## src/positional_array_list_macros.svh

```systemverilog
// ----------------------------------------------------------------------------
// Positional array list assertion macros
// Shared concurrent assertion forms for the list controller and datapath.
// ----------------------------------------------------------------------------
`ifndef POSITIONAL_ARRAY_LIST_MACROS_SVH
`define POSITIONAL_ARRAY_LIST_MACROS_SVH

// Same-cycle implication, disabled while reset is high.
`define PAL_ASSERT_IMP(label, clk, rst, ante, cons) \
   label: assert property (@(posedge clk) disable iff (rst) (ante) |-> (cons)) \
      else $error("positional array list assertion failed");

// Next-cycle implication, disabled while reset is high.
`define PAL_ASSERT_NXT(label, clk, rst, ante, cons) \
   label: assert property (@(posedge clk) disable iff (rst) (ante) |=> (cons)) \
      else $error("positional array list assertion failed");

`endif

```

## src/pal_pkg.sv

```systemverilog
// ----------------------------------------------------------------------------
// Positional array list package
// Sizes, action and status codes, and the command and status bundles that
// join the controller to the datapath.
// ----------------------------------------------------------------------------
package pal_pkg;

   localparam int CAPACITY = 128;
   localparam int ADDR_W   = (CAPACITY > 1) ? $clog2(CAPACITY) : 1;
   localparam int CNT_W    = 8;
   localparam int POS_W    = 8;
   localparam int VAL_W    = 32;

   localparam logic [CNT_W-1:0] CAP_COUNT = CNT_W'(CAPACITY);

   typedef logic [1:0]              action_type;
   typedef logic [1:0]              status_type;
   typedef logic [ADDR_W-1:0]       addr_type;
   typedef logic [CNT_W-1:0]        count_type;
   typedef logic [POS_W-1:0]        pos_type;
   typedef logic signed [VAL_W-1:0] word_type;

   localparam action_type ACT_INSERT = 2'd0;
   localparam action_type ACT_REMOVE = 2'd1;
   localparam action_type ACT_MODIFY = 2'd2;
   localparam action_type ACT_READ   = 2'd3;

   localparam status_type ST_OK     = 2'd0;
   localparam status_type ST_FULL   = 2'd1;
   localparam status_type ST_EMPTY  = 2'd2;
   localparam status_type ST_BADPOS = 2'd3;

   localparam word_type READ_FAIL = -32'sd1;

   // Controller to datapath.
   typedef struct packed {
      logic capture;
      logic check;
      logic move;
      logic finish;
      logic load;
   } pal_cmd_type;

   // Datapath to controller.
   typedef struct packed {
      logic need_move;
      logic last_move;
   } pal_stat_type;

endpackage

```

## src/pal_ctrl.sv

```systemverilog
// ----------------------------------------------------------------------------
// Positional array list controller
// Sequences each request through check, any shift and finish, and response load,
// and owns the request ready and response valid handshakes.
// ----------------------------------------------------------------------------
`include "positional_array_list_macros.svh"

module pal_ctrl (
   input  logic                  clock,
   input  logic                  reset,
   input  logic                  req_valid,
   output logic                  req_ready,
   output logic                  rsp_valid,
   input  logic                  rsp_ready,
   output pal_pkg::pal_cmd_type  cmd,
   input  pal_pkg::pal_stat_type stat
);

   localparam logic [2:0] S_IDLE   = 3'd0;
   localparam logic [2:0] S_CHECK  = 3'd1;
   localparam logic [2:0] S_MOVE   = 3'd2;
   localparam logic [2:0] S_FINISH = 3'd3;
   localparam logic [2:0] S_DONE   = 3'd4;

   logic [2:0] state_ff, state_in;
   logic       out_valid_ff, out_valid_in;
   logic       load;

   // The response register is free when empty or being drained this cycle.
   assign load = (state_ff == S_DONE) && (!out_valid_ff || rsp_ready);

   always_comb begin
      state_in = state_ff;
      unique case (state_ff)
         S_IDLE: begin
            if (req_valid) state_in = S_CHECK;
         end
         S_CHECK: begin
            state_in = stat.need_move ? S_MOVE : S_DONE;
         end
         S_MOVE: begin
            if (stat.last_move) state_in = S_FINISH;
         end
         S_FINISH: begin
            state_in = S_DONE;
         end
         S_DONE: begin
            if (load) state_in = S_IDLE;
         end
         default: begin
            state_in = S_IDLE;
         end
      endcase
   end

   always_comb begin
      out_valid_in = out_valid_ff;
      if (load) begin
         out_valid_in = 1'b1;
      end else if (rsp_ready) begin
         out_valid_in = 1'b0;
      end
   end

   always_ff @(posedge clock) begin
      if (reset) begin
         state_ff     <= S_IDLE;
         out_valid_ff <= 1'b0;
      end else begin
         state_ff     <= state_in;
         out_valid_ff <= out_valid_in;
      end
   end

   assign req_ready   = (state_ff == S_IDLE);
   assign rsp_valid   = out_valid_ff;

   assign cmd = '{capture: (state_ff == S_IDLE) && req_valid,
                  check:   (state_ff == S_CHECK),
                  move:    (state_ff == S_MOVE),
                  finish:  (state_ff == S_FINISH),
                  load:    load};

   `PAL_ASSERT_NXT(a_accept_to_check, clock, reset, req_valid && req_ready, state_ff == S_CHECK)
   `PAL_ASSERT_NXT(a_last_finish, clock, reset, cmd.move && stat.last_move, state_ff == S_FINISH)
   `PAL_ASSERT_NXT(a_load_sets_valid, clock, reset, load, out_valid_ff && (state_ff == S_IDLE))

endmodule

```

## config.mk

```make
export PLATFORM = sky130hd
export DESIGN_NAME = pal_ctrl
export DESIGN_NICKNAME = d
export VERILOG_FILES = /design/src/pal_pkg.sv /design/src/pal_ctrl.sv
export VERILOG_INCLUDE_DIRS = /design/src /design/src/src
export SDC_FILE = /design/constraint.sdc
export NUM_CORES = 1
export LEC_CHECK = 0
export ABC_AREA = 1
export BUFFER_PORTS_ARGS = -buffer_cell sky130_fd_sc_hd__buf_2
export CELL_PAD_IN_SITES_DETAIL_PLACEMENT = 0
export CELL_PAD_IN_SITES_GLOBAL_PLACEMENT = 1
export CORE_AREA = 2 2 39 41
export DETAILED_ROUTE_END_ITERATION = 16
export DIE_AREA = 0 0 41 43
export PLACE_DENSITY_LB_ADDON = 0.1
export SYNTH_ARGS = -nofsm -noshare
export SYNTH_HDL_FRONTEND = slang
export SYNTH_SLANG_ARGS = --single-unit
```

## constraint.sdc

```tcl
create_clock -name clock -period 1.1 [get_ports clock]
set_input_delay 0.055 -clock clock [delete_from_list [all_inputs] [get_ports clock]]
set_output_delay 0.055 -clock clock [all_outputs]
set_load 0.005 [all_outputs]
```

======== After elaboration in Yosys (flattened, before gate mapping) ========
Cells that the tools add are included.
operators by class
  add/subtract/negate cells ............... 0
  multipliers ............................. 0
  div/mod/pow operators ................... 0
  $lt $le $gt $ge ......................... 0
  equality and inequality tests ........... 7
  shift operators ......................... 0
  multiplexer cells ....................... 7
  bitwise gates (word level) .............. 0
  reduce and logical (&&, ||, !) cells .... 7
operators by type and width
  cell                                                 number
  case mux 3 bit (5 select lines)                      1
  two-way mux 3 bit                                    4
  equality test 3 x 2 -> 1 bit, second input constant  2
  != test 2 bit, second input constant                 2
  equality test 3 x 1 -> 1 bit, second input constant  1
  equality test 3 bit, second input constant           1
  zero test 3 bit                                      1
  AND reduction 3 bit                                  1
  logical AND 1 bit                                    2
  two-way mux 1 bit                                    2
  != test 2 x 1 -> 1 bit, second input constant        1
  nonzero test 2 bit                                   1
  zero test 1 bit                                      1
  logical OR 1 bit                                     1
word-level totals
  register bits ........................... 4
  latch bits .............................. 0
  RAM bits ................................ 0
  ROM bits ................................ 0
  input port bits ......................... 6
  output and inout bits ................... 7
  memories ................................ 0

======== Logic depth before layout (Yosys ltp) ========
  depth in word-level cells ............... 5
  depth in mapped cells ................... 6
  depth with buffers taken out ............ 6

======== Least setup slack after synthesis ========
Ideal clock, no wire load.
  kind .................................... reg-to-reg
  from .................................... reg out_valid_ff (netlist: rsp_valid)
  to ...................................... reg state_ff[0]
  setup time .............................. 0.064 ns
  data arrival time ....................... 0.766 ns
  slack ................................... 0.270 ns
  cell stages (with the launch flop) ...... 7
  buffers on the path ..................... 0
  period minus slack after synthesis ...... 0.830 ns
  path through ............................ dfxtp_1 > inv_1 > nor2_2 > nand3_1 > nand2_1 > nand2_1 > nor2_1
between the ends
  word-level cells in the longest chain between the ends .. 5
RTL lines
  what                                  RTL line        text
  start, declared                       pal_ctrl.sv:26  logic out_valid_ff, out_valid_in;
  start signal, assigned                pal_ctrl.sv:71  out_valid_ff <= out_valid_in;
  zero test 1 bit                       pal_ctrl.sv:30  assign load = (state_ff == S_DONE) && (!out_valid_ff || rsp_ready);
  logical OR 1 bit                      pal_ctrl.sv:30
  logical AND 1 bit                     pal_ctrl.sv:30
  != test 2 bit (no source line)        --
  AND reduction 3 bit (no source line)  --
  end signal, assigned                  pal_ctrl.sv:70  state_ff <= state_in;
  end, declared                         pal_ctrl.sv:25  logic [2:0] state_ff, state_in;
No other way between the ends.
A chain may end at the register's enable or synchronous reset.

==> flow_metrics.env <==
export IMPL_peakVddDrop_v=0.000318
export IMPL_synthCells=38
export IMPL_finClkSkew_ns=0.00206
export IMPL_post_route_period_util_pct=96.6
export IMPL_dp_cells=65
export IMPL_path_max_fanout=5
export IMPL_fmax_mhz=941
export IMPL_p_comb_share_pct=24.8
export IMPL_wl_per_cell_microns=8.56
export IMPL_setup_viol=0
export IMPL_hold_path_class="in -> reg"
export IMPL_holdWs_ns=0.0377
export IMPL_initial_utilization_pct=17.1
export IMPL_start_kind="flip-flop"
export IMPL_period_minus_slack_ns=1.06
export IMPL_boundaryPins=13
export IMPL_clk_pin_slew_ns=0.04
export IMPL_syn_nets=44
export IMPL_yosys_register_bits=4
export IMPL_rsz0062_at_grt="true"
export IMPL_vias=270
export IMPL_root_buffer="clkbuf_4"
export IMPL_viasPerCell=3.97
export IMPL_die_w_microns=41
export IMPL_n_antenna_cell=0
export IMPL_grt_max_degree=7
export IMPL_tns_ns=0
export IMPL_nets=60
export IMPL_required_ns=1.04
export IMPL_hold_viol_final=0
export IMPL_p_sw_share_pct=30.0
export IMPL_grt_pass1_vias=257
export IMPL_avgSynthCellArea_sq_um=6.22
export IMPL_dp_hpwl_microns=486
export IMPL_pre_cts_ws_ns=0.182
export IMPL_p_sw_mw=0.144
export IMPL_io_buffer_count=12
export IMPL_area_growth_pct=51.3
export IMPL_cts_tree="done"
export IMPL_pwr_share_clk_pct=37.4
export IMPL_maxCapViolations=0
export IMPL_arrival_ns=1.01
export IMPL_die_height_microns=43
export IMPL_grt_usage_pct=8.23
export IMPL_report_final_slew_viol_count=0
export IMPL_layout_setup_ws_ns=0.0376
export IMPL_end_kind="primary output"
export IMPL_overflow=0
export IMPL_outcome="completed"
export IMPL_htreeDepth=1
export IMPL_powerDensity_nw_per_um2=1350
export IMPL_drt_pass1_iter_count=2
export IMPL_cts_hold_buf=0
export IMPL_drtIter0Drc=6
export IMPL_post_route_util_pct=25.9
export IMPL_clk_path_buf_depth=2
export IMPL_final_cells=68
export IMPL_grt_pass1_wl_microns=959
export IMPL_clk_latency_ns=0.23
export IMPL_power_internal_mw=0.337
export IMPL_gp_congestion=0.700
export IMPL_drt_wl_total_microns=582
export IMPL_slew_headroom_pct=89.1
export IMPL_n_fill_cell=160
export IMPL_clock_sinks=4
export IMPL_die_area_sq_um=1760
export IMPL_worst_pin_slew_ns=0.163
export IMPL_ant_nets=0
export IMPL_synth_area_sq_um=236
export IMPL_post_cts_buffers=0
export IMPL_cellLeakagePower_nw=0.191
export IMPL_p_seq_share_pct=37.8
export IMPL_drive_gt1_share_pct=48.1
export IMPL_rows=14
export IMPL_cts_buffers=3
export IMPL_core_sq_um=1380
export IMPL_antenna_found_initial=0
export IMPL_yosysUniqueCellTypes=11
export IMPL_synth_seq_area_share_pct=33.9
export IMPL_critical_path_class="reg -> out"
export IMPL_drc=0
export IMPL_ys_warn_count=0
-- path summary, 6_finish.rpt --
| check | slack, ns | endpoint | from | depth (start not counted) |
|---|---|---|---|---|
| worst max register to register | 0.19 | state_ff[1]$_SDFFE_PP0P_ | state_ff[1]$_SDFFE_PP0P_ | 5 |
| worst min register to register | 0.55 | state_ff[2]$_SDFFE_PP0P_ | state_ff[0]$_SDFFE_PP0P_ | 2 |
| worst min-delay path | 0.04 | state_ff[2]$_SDFFE_PP0P_ | reset | 2 |
| worst max-delay path | 0.04 | cmd[4] | state_ff[2]$_SDFFE_PP0P_ | 4 |
-- metal layers --
layer | up-vias | track usage (%) | share of wire [%]
met5 | - | 0 | 0
met4 | 0 | 8.00 | 0
met3 | 0 | 1.57 | 2.9
met2 | 6 | 10.9 | 53
met1 | 119 | 10.3 | 44
li1 | 145 | - | -
-- logic make-up after synthesis --
| group | Yosys count | share of synthesized area (%) |
|---|---|---|
| AND/OR/NAND/NOR | 22 | 44.4 |
| buffers and inverters | 10 | 17.5 |
| flip-flops | 4 | 33.9 |
| AO/OA/AOI/OAI | 2 | 4.23 |
-- critical path, cell delays in order, from the launching register on --
cell,delay [ns]
dfxtp_2,0.34
nor2_4,0.15
inv_2,0.07
nor3_2,0.09
buf_2,0.13
-- through the flow --
| stage | total power [mW] | instance area, sq um |
|---|---|---|
| finish | 0.482 | 358 |
| detailed placement | 0.289 | 309 |
| global route | 0.516 | 358 |
| global placement | 0.290 | 309 |
| CTS | 0.486 | 339 |
| floorplan | 0.244 | 236 |
-- power groups by stage --
stage / logic (mW) / clock network (mW) / registers (mW)
5_1_grt: 0.138 / 0.194 / 0.184
6_report: 0.120 / 0.180 / 0.182
3_5_place_dp: 0.112 / 0 / 0.177
2_1_floorplan: 0.0703 / 0 / 0.173
3_3_place_gp: 0.113 / 0 / 0.177
4_1_cts: 0.117 / 0.191 / 0.179
-- flip-flops by register name, indices dropped and copies added, names as in the netlist --
register,cells
state_ff,3
rsp_valid,1
-- repair_timing --
action	CTS	global route
resized for setup	3	5
cloned	0	0
pin swaps	1	1
setup endpoints to repair	2	3
-- layout by cell type, fill, tap and decap left out, drive strengths merged --
cell type  instances
a21oi              2
buf               12
clkbuf             3
dfxtp              4
inv                9
nand2              6
nand3              5
nand3b             1
nor2               8
nor3               2
-- area by class of cell --
class	instances	area, sq um	area share [%]
inverter	9	33.8	9.44
clock buffer	3	22.5	6.29
timing repair buffer	12	60.1	16.8
tap	16	20.0	5.59
sequential	4	86.3	24.1
multi-input combinational	24	135	37.8
-- cells in the mapped netlist, drive strengths merged --
cell type,instances,area [sq um]
a21oi,2,10.0
buf,1,7.51
dfxtp,4,80.1
inv,9,33.8
nand2,6,22.5
nand3,5,25.0
nand3b,1,7.51
nor2,8,40.0
nor3,2,10.0
(Power assumes the default switching activity.)
